$ cat config.mk
export PLATFORM = sky130hd
export DESIGN_NAME = voltage_window_ascii_reporter
export DESIGN_NICKNAME = d
export VERILOG_FILES = /design/src/rtl/vwar_pkg.sv /design/src/rtl/voltage_window_ascii_reporter.sv
export SDC_FILE = /design/constraint.sdc
export NUM_CORES = 1
export LEC_CHECK = 0
export ABC_AREA = 1
export BUFFER_PORTS_ARGS = -buffer_cell sky130_fd_sc_hd__buf_2
export CORE_MARGIN = 2
export CORE_UTILIZATION = 55
export DETAILED_ROUTE_END_ITERATION = 8
export GPL_TIMING_DRIVEN = 0
export PLACE_DENSITY = 0.76
export SLEW_MARGIN = 20
export SYNTH_ARGS = -nofsm -noshare
export SYNTH_HDL_FRONTEND = slang
export SYNTH_SLANG_ARGS = --single-unit
$ cat constraint.sdc
create_clock -name clk -period 2.5 [get_ports clk]
set_input_delay 0.125 -clock clk [delete_from_list [all_inputs] [get_ports clk]]
set_output_delay 0.125 -clock clk [all_outputs]
set_load 0.01 [all_outputs]
$ cat src/rtl/vwar_pkg.sv
// Shared types, codes and text constants of the voltage window ASCII reporter.
package vwar_pkg;

  localparam int THR_W  = 12;
  localparam int CFG_AW = 8;
  localparam int CFG_DW = 16;
  localparam int OUT_W  = 16;

  localparam logic [CFG_AW-1:0] REG_OVER_THR  = 8'd0;
  localparam logic [CFG_AW-1:0] REG_UNDER_THR = 8'd1;

  localparam logic [THR_W-1:0] OVER_THR_RST  = 12'd3661;
  localparam logic [THR_W-1:0] UNDER_THR_RST = 12'd3201;

  localparam logic [7:0] CH_CR   = 8'h0D;
  localparam logic [7:0] CH_LF   = 8'h0A;
  localparam logic [7:0] CH_ZERO = 8'h30;

  localparam logic [2:0] LED_RED   = 3'b001;
  localparam logic [2:0] LED_BLUE  = 3'b010;
  localparam logic [2:0] LED_GREEN = 3'b100;

  localparam int TXT_OVER_LEN   = 22;
  localparam int TXT_UNDER_LEN  = 23;
  localparam int TXT_NORMAL_LEN = 16;

  localparam logic [8*TXT_OVER_LEN-1:0]   TXT_OVER   = "Overvoltage Detected: ";
  localparam logic [8*TXT_UNDER_LEN-1:0]  TXT_UNDER  = "Undervoltage Detected: ";
  localparam logic [8*TXT_NORMAL_LEN-1:0] TXT_NORMAL = "Voltage Normal: ";

  typedef enum logic [1:0] {
    ST_NORMAL = 2'd0,
    ST_OVER   = 2'd1,
    ST_UNDER  = 2'd2
  } status_t;

  typedef enum logic [2:0] {
    RS_IDLE,
    RS_TEXT,
    RS_CR1,
    RS_LF1,
    RS_DIGIT,
    RS_CR2,
    RS_LF2
  } rpt_state_t;

  function automatic logic [4:0] txt_len(status_t st);
    logic [4:0] n;
    case (st)
      ST_OVER:  n = 5'(TXT_OVER_LEN);
      ST_UNDER: n = 5'(TXT_UNDER_LEN);
      default:  n = 5'(TXT_NORMAL_LEN);
    endcase
    return n;
  endfunction

  // The first character of a string literal sits in the highest byte.
  function automatic logic [7:0] txt_byte(status_t st, logic [4:0] idx);
    logic [7:0] b;
    int i;
    i = int'(idx);
    case (st)
      ST_OVER: begin
        b = (i < TXT_OVER_LEN) ? TXT_OVER[8*(TXT_OVER_LEN-1-i) +: 8] : CH_CR;
      end
      ST_UNDER: begin
        b = (i < TXT_UNDER_LEN) ? TXT_UNDER[8*(TXT_UNDER_LEN-1-i) +: 8] : CH_CR;
      end
      default: begin
        b = (i < TXT_NORMAL_LEN) ? TXT_NORMAL[8*(TXT_NORMAL_LEN-1-i) +: 8] : CH_CR;
      end
    endcase
    return b;
  endfunction

  function automatic logic [2:0] led_of(status_t st);
    logic [2:0] l;
    case (st)
      ST_OVER:  l = LED_GREEN;
      ST_UNDER: l = LED_RED;
      default:  l = LED_BLUE;
    endcase
    return l;
  endfunction

endpackage

$ cat src/rtl/voltage_window_ascii_reporter.sv
// Voltage window classifier that streams an ASCII status report per sample.
//
// Usage:
//   in_*  : one sample per transfer, in_tdata[SAMPLE_BITS-1:0], upper bits ignored.
//   out_* : one report byte per transfer; out_tlast marks the closing LF.
//   cfg_* : register writes (0 over threshold, 1 under threshold), always ready.
//           Write the thresholds only while no report is in flight.
//   A report is the status text, CR LF, the sample in decimal without
//   leading zeros, CR LF: 21 to 31 bytes.
// Throughput: one report byte per cycle while out_tready is high and the
//   converter has the digits ready; the next sample is taken in idle. The
//   decimal digits come from a bit-serial double-dabble converter (a shift
//   per sample bit, then the leading zero digits are dropped) that runs
//   while the text goes out; at wide samples the first digit can wait on it.
// A new sample is taken once the last byte of the report sits in the output
//   register, even if the receiver has not taken it yet.
// Reset (rst_n low at a clock edge) drops any report in progress and restores
//   the default thresholds. When out_tready is low, the output byte holds and
//   the report pauses.
module voltage_window_ascii_reporter #(
  parameter int SAMPLE_BITS = 12
) (
  input  logic                              clk,
  input  logic                              rst_n,
  // in_tdata: sample
  input  logic [((SAMPLE_BITS+7)/8)*8-1:0]  in_tdata,
  input  logic                              in_tvalid,
  output logic                              in_tready,
  // out_tdata: status[1:0], leds[4:2], tx_byte[12:5], zero fill
  output logic [vwar_pkg::OUT_W-1:0]        out_tdata,
  output logic                              out_tlast,
  output logic                              out_tvalid,
  input  logic                              out_tready,
  input  logic                              cfg_valid,
  output logic                              cfg_ready,
  input  logic [vwar_pkg::CFG_AW-1:0]       cfg_addr,
  input  logic [vwar_pkg::CFG_DW-1:0]       cfg_data
);
  import vwar_pkg::*;

  localparam int NDIG = (SAMPLE_BITS * 301 + 999) / 1000;
  localparam int CW   = (SAMPLE_BITS > THR_W) ? SAMPLE_BITS : THR_W;
  localparam int BCW  = $clog2(SAMPLE_BITS + 1);
  localparam int DCW  = $clog2(NDIG + 1);

  logic [THR_W-1:0]       over_thr_r;
  logic [THR_W-1:0]       under_thr_r;

  rpt_state_t             state_r, state_nxt;
  logic [4:0]             txt_idx_r, txt_idx_nxt;
  status_t                status_r;

  logic [SAMPLE_BITS-1:0] bin_r;
  logic [4*NDIG-1:0]      bcd_r;
  logic [4*NDIG-1:0]      bcd_adj;
  logic [BCW-1:0]         bit_left_r;
  logic [DCW-1:0]         dig_left_r;
  logic                   cvt_done_r;
  logic [3:0]             top_dig;

  logic                   out_valid_r;
  logic                   out_last_r;
  logic [7:0]             out_byte_r;
  logic [2:0]             out_leds_r;
  status_t                out_status_r;

  logic                   in_acc;
  logic                   out_free;
  logic                   ld;
  logic                   last_sel;
  logic [7:0]             byte_sel;
  logic                   dig_emit;
  logic [SAMPLE_BITS-1:0] smp;
  logic [CW-1:0]          smp_ext;
  status_t                status_new;

  assign cfg_ready = 1'b1;
  assign in_tready = (state_r == RS_IDLE);
  assign in_acc    = in_tvalid && in_tready;
  assign out_free  = !out_valid_r || out_tready;
  assign top_dig   = bcd_r[4*NDIG-1 -: 4];
  assign dig_emit  = ld && (state_r == RS_DIGIT);

  assign smp     = in_tdata[SAMPLE_BITS-1:0];
  assign smp_ext = CW'(smp);

  always_comb begin
    if (smp_ext > CW'(over_thr_r)) begin
      status_new = ST_OVER;
    end else if (smp_ext < CW'(under_thr_r)) begin
      status_new = ST_UNDER;
    end else begin
      status_new = ST_NORMAL;
    end
  end

  // Threshold registers.
  always_ff @(posedge clk) begin
    if (!rst_n) begin
      over_thr_r  <= OVER_THR_RST;
      under_thr_r <= UNDER_THR_RST;
    end else if (cfg_valid) begin
      if (cfg_addr == REG_OVER_THR) begin
        over_thr_r <= cfg_data[THR_W-1:0];
      end else if (cfg_addr == REG_UNDER_THR) begin
        under_thr_r <= cfg_data[THR_W-1:0];
      end
    end
  end

  // Add-3 correction of every BCD digit before the next shift.
  always_comb begin
    for (int d = 0; d < NDIG; d++) begin
      bcd_adj[4*d +: 4] = (bcd_r[4*d +: 4] >= 4'd5) ? bcd_r[4*d +: 4] + 4'd3
                                                      : bcd_r[4*d +: 4];
    end
  end

  // Bit-serial binary to BCD, then drop leading zero digits one per cycle.
  // The digit emitter shifts the same register as digits go out.
  always_ff @(posedge clk) begin
    if (!rst_n) begin
      bit_left_r <= '0;
      dig_left_r <= '0;
      cvt_done_r <= 1'b1;
    end else if (in_acc) begin
      bin_r      <= smp;
      bcd_r      <= '0;
      bit_left_r <= BCW'(SAMPLE_BITS);
      dig_left_r <= DCW'(NDIG);
      cvt_done_r <= 1'b0;
    end else if (bit_left_r != '0) begin
      bcd_r      <= {bcd_adj[4*NDIG-2:0], bin_r[SAMPLE_BITS-1]};
      bin_r      <= {bin_r[SAMPLE_BITS-2:0], 1'b0};
      bit_left_r <= bit_left_r - 1'b1;
    end else if (!cvt_done_r) begin
      if (dig_left_r > DCW'(1) && top_dig == 4'd0) begin
        bcd_r      <= {bcd_r[4*NDIG-5:0], 4'd0};
        dig_left_r <= dig_left_r - 1'b1;
      end else begin
        cvt_done_r <= 1'b1;
      end
    end else if (dig_emit) begin
      bcd_r      <= {bcd_r[4*NDIG-5:0], 4'd0};
      dig_left_r <= dig_left_r - 1'b1;
    end
  end

  always_ff @(posedge clk) begin
    if (!rst_n) begin
      state_r   <= RS_IDLE;
      txt_idx_r <= '0;
    end else begin
      state_r   <= state_nxt;
      txt_idx_r <= txt_idx_nxt;
    end
  end

  always_ff @(posedge clk) begin
    if (in_acc) begin
      status_r <= status_new;
    end
  end

  always_comb begin
    state_nxt   = state_r;
    txt_idx_nxt = txt_idx_r;
    ld          = 1'b0;
    byte_sel    = CH_CR;
    last_sel    = 1'b0;
    case (state_r)
      RS_IDLE: begin
        if (in_acc) begin
          state_nxt   = RS_TEXT;
          txt_idx_nxt = '0;
        end
      end
      RS_TEXT: begin
        byte_sel = txt_byte(status_r, txt_idx_r);
        if (out_free) begin
          ld = 1'b1;
          if (txt_idx_r == txt_len(status_r) - 5'd1) begin
            state_nxt = RS_CR1;
          end else begin
            txt_idx_nxt = txt_idx_r + 5'd1;
          end
        end
      end
      RS_CR1: begin
        byte_sel = CH_CR;
        if (out_free) begin
          ld        = 1'b1;
          state_nxt = RS_LF1;
        end
      end
      RS_LF1: begin
        byte_sel = CH_LF;
        if (out_free) begin
          ld        = 1'b1;
          state_nxt = RS_DIGIT;
        end
      end
      RS_DIGIT: begin
        byte_sel = CH_ZERO | {4'd0, top_dig};
        if (out_free && cvt_done_r) begin
          ld = 1'b1;
          if (dig_left_r == DCW'(1)) begin
            state_nxt = RS_CR2;
          end
        end
      end
      RS_CR2: begin
        byte_sel = CH_CR;
        if (out_free) begin
          ld        = 1'b1;
          state_nxt = RS_LF2;
        end
      end
      RS_LF2: begin
        byte_sel = CH_LF;
        last_sel = 1'b1;
        if (out_free) begin
          ld        = 1'b1;
          state_nxt = RS_IDLE;
        end
      end
      default: begin
        state_nxt = RS_IDLE;
      end
    endcase
  end

  // Output register.
  always_ff @(posedge clk) begin
    if (!rst_n) begin
      out_valid_r <= 1'b0;
    end else if (ld) begin
      out_valid_r <= 1'b1;
    end else if (out_tready) begin
      out_valid_r <= 1'b0;
    end
  end

  always_ff @(posedge clk) begin
    if (ld) begin
      out_byte_r   <= byte_sel;
      out_last_r   <= last_sel;
      out_status_r <= status_r;
      out_leds_r   <= led_of(status_r);
    end
  end

  assign out_tvalid = out_valid_r;
  assign out_tlast  = out_last_r;
  assign out_tdata  = {3'd0, out_byte_r, out_leds_r, out_status_r};

`ifndef NO_ASSERTIONS
  // Every digit has gone out before the closing CR.
  a_digits_done: assert property (@(posedge clk) disable iff (!rst_n)
    (state_r == RS_CR2) |-> (dig_left_r == '0))
    else $error("report left the digit phase with digits pending");

  // A sample transfer restarts the converter and the text phase together.
  a_start: assert property (@(posedge clk) disable iff (!rst_n)
    in_acc |=> (state_r == RS_TEXT) && !cvt_done_r && (txt_idx_r == '0))
    else $error("sample transfer did not start a report");

  // The LED drive of a valid byte is one-hot and matches its status.
  a_leds: assert property (@(posedge clk) disable iff (!rst_n)
    out_valid_r |-> $onehot(out_leds_r) && (out_leds_r == led_of(out_status_r)))
    else $error("LED drive does not match status");

  // The flagged byte is always the final LF.
  a_last: assert property (@(posedge clk) disable iff (!rst_n)
    (out_valid_r && out_last_r) |-> (out_byte_r == CH_LF) && (state_r != RS_DIGIT))
    else $error("last flag on a byte other than the closing LF");
`endif

endmodule

==> results_dict.tcl, run 1 <==
set metrics [dict create \
    avgRoutedWirePerCell_um 14.30 \
    clock_latency_ps 360 \
    gp_congestion 0.9255 \
    ant_nets 0 \
    p_per_area_nw_per_um2 1110 \
    r2r_cells 15 \
    viasPerCell 5.469 \
    num-nets-final 939 \
    vias 5431 \
    worst-path-stages 15 \
    htreeDepth 3 \
    arrival_ps 2440 \
    endpoint "out_byte_r[2]" \
    grt_pass1_vias 5091 \
    drv_slew 0 \
    synth_area_um2 5652 \
    grt_pass1_wl_mm 23.35 \
    area_delta_synth_final_pct 12.40 \
    cp_slowest_cell "ha_1" \
    seq_area_frac_synth_pct 37.37 \
    grt_max_degree 16 \
    hpwl_mm 11.07 \
    cp_common_cell "nand2_1" \
    sw_frac_of_total_pct 46.38 \
    finalSetupViolations 0 \
    fin_tns_setup_ps 0 \
    synth_edf_count 43 \
    die_area_um2 11100 \
    period_needed_ps 2314 \
    netlist_instances 781 \
    cp_top_family "simple AND/OR/NAND/NOR gates" \
    grt.overflow.total 0 \
    crit_buf_inv 4 \
    r2r_setup_slack_ps 190 \
    crit_fanout 10 \
    power_frac_seq_pct 33.7 \
    route.detailed.drc 0 \
    synth_ff_type "edfxtp_1" \
    antenna_cells 0 \
    grt_util_all_layers_pct 25.99 \
    drtIter0Drc 396 \
    rows 37 \
    p_clk_share_pct 13.9 \
    cts_setup_buffers 0 \
    r2r_start "txt_idx_r[0]" \
    drive_gt1_share_pct 13.07 \
    dpl_cell_area_um2 6103 \
    crit_path_end_kind "flop" \
    path_clk_slew_ps 90 \
    slowest_delay_ps 370 \
    core_area_um2 10140 \
    die_y_um 105.4 \
    finalHoldViolations 0 \
    critical_path_class "flop to flop" \
    path_cells "buf_4 > inv_2 > buf_6 > ha_1 > inv_2 > nand3_1 > nand2_2 > nor2_1 > nor2_1 > a21oi_1 > nand2_1 > nand2_1 > nand2_1 > nand2_1 > nand2_1" \
    cts_tree "built" \
    synth_cell_types 46 \
    cts_root_buffer "clkbuf_8" \
    peakVddDrop_mv 0.4374 \
    combPwrFrac_pct 52.4 \
    total_power_mw 7.054 \
    io_pins 65 \
    finalCritPeriodShare_pct 92.54 \
    p_leak_nw 3.016 \
    intPower_mw 3.782 \
    reg2reg_to "out_byte_r[2]" \
    hold_class "input pin to flop" \
    fmax_mhz 432.2 \
    avgSynthCellArea_um2 7.236 \
    cts_buffers 9 \
    io_buffers 51 \
    cts_sinks 84 \
    grt_antenna_before_repair 0 \
    firstDrtPassIters 6 \
    tightest_slew_ps 962.9 \
    crit_path_start "txt_idx_r[0]" \
    drv_cap 0 \
    outcome "completed" \
    ys_warn_count 0 \
    critPathRequiredTime_ps 2630 \
    wirelength_mm 14.20 \
    die_x_um 105.4 \
    cp-start-kind "flop" \
    rsz0062_at_grt "no" \
    cts_buffer_depth 2 \
    ys_ff_latch 84 \
    final_area_um2 6352 \
    start_util_pct 55.74 \
    whs_ps 13.51 \
    power.switching_mw 3.272 \
    maxSlewHeadroom_pct 35.57 \
    skew_ps 15.32 \
    async_reset_ff_share_pct 0 \
]
-- area by class of cell --
cell class / count / area, µm²
plain buffers: 23 / 132.6
clock buffers: 12 / 166.4
clock inverters: 4 / 28.78
fillers: 962 / 3786
inverters: 109 / 409.1
multi-input cells: 568 / 3015
flip-flops and latches: 84 / 2113
well taps: 136 / 170.2
repair buffers: 57 / 316.6
-- cells by family (layout without fill, tap and decap cells) --
family / count (synthesis) / after routing / share of synthesized area [%]
other: 2 / 5 / 0.1329
XOR/XNOR: 7 / 7 / 1.218
flip-flops: 84 / 84 / 37.37
AO/OA/AOI/OAI: 178 / 178 / 17.31
buffers and inverters: 132 / 205 / 9.586
AND/OR/NAND/NOR: 336 / 336 / 25.08
adder cells (fa/ha/maj): 42 / 42 / 9.298
-- per-layer routing --
| metal | GRT usage [%] | share of wire (%) | routed length, µm | vias to the layer above |
|---|---|---|---|---|
| met2 | 46.13 | 50 | 7121 | 180 |
| li1 | - | - | - | 2747 |
| met1 | 31.85 | 43 | 6037 | 2475 |
| met4 | 9.905 | 2.4 | 342 | 0 |
| met3 | 3.587 | 4.9 | 700 | 29 |
| met5 | 0 | 0 | 0 | - |
-- worst register-to-register path, stage by stage (launching register included) --
cell and delay, ps:
dfxtp_1 350, buf_4 180, inv_2 60, buf_6 150, ha_1 370, inv_2 110, nand3_1 130, nand2_2 70
nor2_1 140, nor2_1 60, a21oi_1 110, nand2_1 110, nand2_1 80, nand2_1 70, nand2_1 60, nand2_1 40
-- registers in the layout, indices dropped and copies added, names as in the netlist --
signal        cells
bit_left_r        4
state_r           3
out_leds_r        3
bin_r            12
cvt_done_r        1
under_thr_r      12
txt_idx_r         5
over_thr_r       12
bcd_r            16
out_byte_r        7
out_status_r      2
out_tvalid        1
out_tlast         1
dig_left_r        3
status_r          2
-- power groups by stage --
stage | combinational (mW) | sequential (mW) | clock [mW]
3_3_place_gp | 3.52 | 2.38 | 0
2_1_floorplan | 2.61 | 2.40 | 0
4_1_cts | 3.65 | 2.37 | 0.985
5_1_grt | 4.18 | 2.43 | 1.03
6_report | 3.70 | 2.38 | 0.979
3_5_place_dp | 3.63 | 2.40 | 0
-- layout by cell type, fill, tap and decap left out, types with 10 or more instances in the layout --
cell type | Yosys | layout
o22ai_1 | 10 | 10
o21ai_0 | 62 | 62
edfxtp_1 | 43 | 43
clkbuf_8 | 0 | 10
nand3_1 | 47 | 47
nand2_1 | 198 | 198
a21oi_1 | 77 | 76
ha_1 | 42 | 42
nor2_1 | 56 | 55
buf_2 | 6 | 57
dfxtp_1 | 41 | 40
inv_1 | 100 | 99
-- synthesized netlist by cell type (9+ instances only) --
master,n,share of area [%]
nor3_1,9,0.80
o22ai_1,10,1.1
o21ai_0,62,5.5
ha_1,42,9.3
dfxtp_1,41,15
a21oi_1,77,6.8
o211ai_1,9,1.2
nor2_1,56,3.7
edfxtp_1,43,23
nand2_1,198,13
nand3_1,47,4.2
inv_1,100,6.6
-- metrics by stage --
stage / util (%) / setup WS (ps) / cells
floorplan: - / 270.3 / 784
CTS: 62.62 / 135.1 / 993
detailed placement: 60.20 / 162.5 / 972
global placement: 60.05 / -194.1 / 971
finish: 62.66 / 186.4 / 993
global route: 62.66 / 18.23 / 993
-- worst min-delay path by stage --
stage	startpoint	endpoint	slack [ps]	cells after the start
final	cfg_data[7]	under_thr_r[7]	10	3
after floorplan	cfg_data[0]	over_thr_r[0]	240	2
after detailed placement	cfg_data[0]	under_thr_r[0]	360	3
after global placement	cfg_data[0]	under_thr_r[0]	350	3
after CTS	cfg_data[7]	under_thr_r[7]	7	3
after global routing	cfg_data[7]	under_thr_r[7]	20	3
-- repair_timing --
action | CTS | global route
hold endpoints to repair | 7 | 0
gates resized for setup | 0 | 3
setup endpoints to repair | 0 | 11
hold buffers | 5 | 0
(Power assumes the default switching activity.)
==> run 2, diff against run 1 <==
- HOLD_SLACK_MARGIN: not set -> 0.08
==> run 2 against run 1 <==
Effect of this change: via count grew 1.8%; utilization grew 1.4 points; non-clock buffer count grew 14; cell count grew 1.4%.
==> results_dict.tcl, run 2 (same netlist as run 1, synthesis figures left out) <==
set metrics [dict create \
    io_pins 65 \
    grt_antenna_before_repair 0 \
    die_area_um2 11100 \
    core_area_um2 10140 \
    arrival_ps 2440 \
    min_to "bin_r[2]" \
    path_clk_slew_ps 90 \
    hpwl_mm 11.07 \
    whs_ps 92.48 \
    critPathRequiredTime_ps 2630 \
    viasPerCell 5.492 \
    finalNonFillerCells 1007 \
    grt_max_degree 16 \
    grt_pass1_vias 5230 \
    cts_sinks 84 \
    area_delta_synth_final_pct 14.88 \
    top_register "bcd_r" \
    drv_slew 0 \
    drive_gt1_share_pct 12.86 \
    tightest_slew_ps 973.2 \
    grt_util_all_layers_pct 26.51 \
    gp_congestion 0.9255 \
    rows 37 \
    crit_path_end_kind "flop" \
    drv_cap 0 \
    r2r_setup_slack_ps 180 \
    finalCritPeriodShare_pct 92.61 \
    r2r_start "txt_idx_r[0]" \
    route.detailed.drc 0 \
    cts_buffer_depth 2 \
    drtIter0Drc 372 \
    final_cell_mix "198 x nand2_1, 99 x inv_1, 76 x a21oi_1, 62 x o21ai_0, 57 x buf_2" \
    peakVddDrop_mv 0.4351 \
    critical_path_class "flop to flop" \
    die_y_um 105.4 \
    skew_ps 15.51 \
    avgRoutedWirePerCell_um 14.45 \
    hold_start "in_tdata[2]" \
    wirelength_mm 14.55 \
    outcome "completed" \
    ant_nets 0 \
    io_buffers 51 \
    largest_reg_flops 16 \
    num-nets-final 953 \
    cts_buffers 9 \
    finalHoldViolations 0 \
    fmax_mhz 431.9 \
    start_util_pct 55.74 \
    die_x_um 105.4 \
    grt.overflow.total 0 \
    r2r_cells 15 \
    hold_class "input pin to flop" \
    dpl.cell_count 972 \
    final_common_cell "nand2_1" \
    reg2reg_to "out_byte_r[2]" \
    utilization_pct 64.04 \
    worstHoldPathCells 3 \
    fin_tns_setup_ps 0 \
    htreeDepth 3 \
    finalSetupViolations 0 \
    antenna_cells 0 \
    p_leak_nw 3.074 \
    clock_latency_ps 360 \
    grt_pass1_wl_mm 23.81 \
    crit_fanout 10 \
    period_needed_ps 2315 \
    firstDrtPassIters 5 \
    cp-start-kind "flop" \
    p_per_area_nw_per_um2 1089 \
    cts_root_buffer "clkbuf_8" \
    rsz0062_at_grt "no" \
    setup_slack_ps 184.7 \
    vias 5530 \
    place_ws_ps 162.5 \
    cts_tree "built" \
    maxSlewHeadroom_pct 34.88 \
]
run 2: how the worst max path moves through the flow:
stage               slack (ps)             to  depth (start not counted)          start
finish                     180  out_byte_r[2]                         15   txt_idx_r[0]
global route                20  out_byte_r[2]                         15   txt_idx_r[0]
CTS                        140  out_byte_r[2]                         15   txt_idx_r[0]
detailed placement         160  out_byte_r[2]                         15   txt_idx_r[0]
global placement          -190       bcd_r[2]                          9  dig_left_r[1]
floorplan                  270       bcd_r[0]                          9  dig_left_r[1]
run 2: what timing repair did:
| item | CTS | global route |
|---|---|---|
| setup endpoints to repair | 0 | 10 |
| hold buffers | 19 | 0 |
| gates resized for setup | 0 | 3 |
| endpoints found under the hold margin | 30 | 0 |
| buffers inserted | 0 | 0 |
run 2: cell type report:
type	instances	area [µm²]
Timing Repair Buffer	71	456.7
Sequential cell	84	2113
Buffer	23	132.6
Clock inverter	4	28.78
Inverter	109	409.1
Fill cell	928	3646
Clock buffer	12	166.4
Tap cell	136	170.2
Multi-Input combinational cell	568	3015
run 2: report_power, final:
part	total, mW	switching, mW	leakage, nW	internal (mW)
registers	2.38	0.264	0.749	2.11
logic	3.72	2.49	2.22	1.23
clock network	0.977	0.523	0.102	0.454
run 2: stage by stage:
stage	power, mW	cell area, µm²
2_1_floorplan	5.008	5663
3_3_place_gp	5.895	6088
3_5_place_dp	6.030	6103
4_1_cts	7.024	6489
5_1_grt	7.655	6492
6_report	7.070	6492
run 2: per-layer routing:
metal / wire length (µm) / part of all wire, % / global-route usage (%)
met1: 6215 / 43 / 31.87
met2: 7375 / 51 / 47.88
met4: 347 / 2.4 / 10.19
met5: 0 / 0 / 0
met3: 612 / 4.2 / 3.463
run 2: critical path: stages, from the launching register on:
cell and delay [ps]:
dfxtp_1 350, buf_4 180, inv_2 60, buf_6 140
ha_1 360, inv_2 110, nand3_1 130, nand2_2 80
nor2_1 140, nor2_1 60, a21oi_1 110, nand2_1 110
nand2_1 70, nand2_1 70, nand2_1 60, nand2_1 40
==> run 3, diff against run 2 <==
- CTS_BUF_LIST: not set -> sky130_fd_sc_hd__clkbuf_4 sky130_fd_sc_hd__clkbuf_8
==> run 3 against run 2 <==
Effect of this change: register-to-register slack about the same; maximum frequency increased by 0.31%; critical path type unchanged; die area unchanged; sequential share of layout area about the same; utilization increased by 0.086 points; largest power group unchanged.
==> results_dict.tcl, run 3 (same netlist as run 1, synthesis figures left out) <==
set metrics [dict create \
    r2r_cells 15 \
    drtIter0Drc 372 \
    area_delta_synth_final_pct 15.03 \
    p_per_area_nw_per_um2 1095 \
    whs_ps 92.49 \
    num-nets-final 953 \
    cts_root_buffer "clkbuf_8" \
    largest_reg_flops 16 \
    grt_pass1_wl_mm 23.81 \
    grt_antenna_before_repair 0 \
    ant_nets 0 \
    cts_buffer_depth 2 \
    maxSlewHeadroom_pct 34.67 \
    cts_tree "built" \
    drv_cap 0 \
    io_buffers 51 \
    finalHoldViolations 0 \
    io_pins 65 \
    clock_latency_ps 360 \
    top_register "bcd_r" \
    path_clk_slew_ps 90 \
    slowest_delay_ps 360 \
    cts_sinks 84 \
    grt_max_degree 16 \
    cp_common_cell "nand2_1" \
    finalCritPeriodShare_pct 92.32 \
    cp_slowest_cell "ha_1" \
    cp-start-kind "flop" \
    finalSetupViolations 0 \
    critPathRequiredTime_ps 2630 \
    hpwl_mm 11.07 \
    cts_buffers 9 \
    endpoint "out_byte_r[2]" \
    utilization_pct 64.12 \
    cts_setup_buffers 0 \
    htreeDepth 3 \
    period_needed_ps 2308 \
    path_cells "buf_4 > inv_2 > buf_6 > ha_1 > inv_2 > nand3_1 > nand2_2 > nor2_1 > nor2_1 > a21oi_1 > nand2_1 > nand2_1 > nand2_1 > nand2_1 > nand2_1" \
    start_util_pct 55.74 \
    reg2reg_to "out_byte_r[2]" \
    route.detailed.drc 0 \
    drv_slew 0 \
    r2r_start "txt_idx_r[0]" \
    avgRoutedWirePerCell_um 14.47 \
    grt_pass1_vias 5230 \
    hold_class "input pin to flop" \
    grt.overflow.total 0 \
    gp_congestion 0.9255 \
    die_y_um 105.4 \
    arrival_ps 2430 \
    rows 37 \
    rsz0062_at_grt "no" \
    drive_gt1_share_pct 12.97 \
    crit_path_start "txt_idx_r[0]" \
    crit_fanout 10 \
    p_leak_nw 3.079 \
    skew_ps 15.87 \
    fmax_mhz 433.3 \
    tightest_slew_ps 976.4 \
    critical_path_class "flop to flop" \
    peakVddDrop_mv 0.4345 \
    viasPerCell 5.481 \
    antenna_cells 0 \
    r2r_setup_slack_ps 190 \
    wirelength_mm 14.57 \
    firstDrtPassIters 6 \
    die_area_um2 11100 \
    outcome "completed" \
    die_x_um 105.4 \
    core_area_um2 10140 \
    grt_util_all_layers_pct 26.51 \
    final_cell_mix "198 x nand2_1, 99 x inv_1, 76 x a21oi_1, 62 x o21ai_0, 57 x buf_2" \
    crit_path_end_kind "flop" \
    final_common_cell "nand2_1" \
    fill_cells 927 \
    vias 5519 \
]
==> run 3: cell types whose count changed in the layout (fill, tap and decap cells not counted) <==
cell | before | now
clkbuf_4 | 0 | 1
clkbuf_1 | 7 | 6
bufinv_16 | 0 | 1
clkbuf_16 | 1 | 0
==> run 3: final cells by class <==
| type | instances | area (µm²) | share of cell area [%] |
|---|---|---|---|
| Multi-Input combinational cell | 568 | 3015 | 46.38 |
| Sequential cell | 84 | 2113 | 32.51 |
| Timing Repair Buffer | 71 | 456.7 | 7.025 |
| Inverter | 109 | 409.1 | 6.293 |
| Tap cell | 136 | 170.2 | 2.617 |
| Clock buffer | 11 | 145.1 | 2.232 |
| Buffer | 23 | 132.6 | 2.040 |
| Clock inverter | 5 | 58.81 | 0.9045 |
==> run 3: routing by layer <==
metal | wire length [µm] | vias up | track usage, %
li1 | - | 2773 | -
met1 | 6211 | 2545 | 31.87
met2 | 7380 | 170 | 47.88
met3 | 620 | 31 | 3.463
met4 | 360 | 0 | 10.19
met5 | 0 | - | 0
==> run 3: metrics by stage <==
stage | power, mW | setup WS [ps] | cells | setup TNS (ps) | instance area (µm²)
after floorplan | 5.008 | 270.3 | 784 | 0 | 5663
after global placement | 5.895 | -194.1 | 971 | -3092 | 6088
after detailed placement | 6.030 | 162.5 | 972 | 0 | 6103
after CTS | 7.075 | 135.1 | 1007 | 0 | 6497
after global routing | 7.705 | 18.23 | 1007 | 0 | 6501
final | 7.122 | 191.9 | 1007 | 0 | 6501
==> run 3: worst min path at each step <==
stage,slack (ps),end,startpoint,depth (start not counted)
global placement,350,under_thr_r[0],cfg_data[0],3
CTS,80,bin_r[2],in_tdata[2],3
finish,90,bin_r[2],in_tdata[2],3
global route,90,bin_r[2],in_tdata[2],3
detailed placement,360,under_thr_r[0],cfg_data[0],3
floorplan,240,over_thr_r[0],cfg_data[0],2
==> run 3: critical path: cells and delay by family (launching register included) <==
family          cells  cell delay [ps]
compound gates      1              110
fa+ha+maj           1              360
buf+inv             4              490
flops               1              350
simple gates        9              760
==> run 3: repair_timing <==
action | 4_1_cts | 5_1_grt
endpoints found under the hold margin | 30 | 0
hold buffers | 19 | 0
gates resized for setup | 0 | 3
setup endpoints to repair | 0 | 9
==> run 3: report_power, final <==
group | internal, mW | total [mW] | switching [mW]
Sequential | 2.11 | 2.38 | 0.264
Combinational | 1.23 | 3.72 | 2.49
Clock | 0.505 | 1.03 | 0.524
Total | 3.85 | 7.12 | 3.27
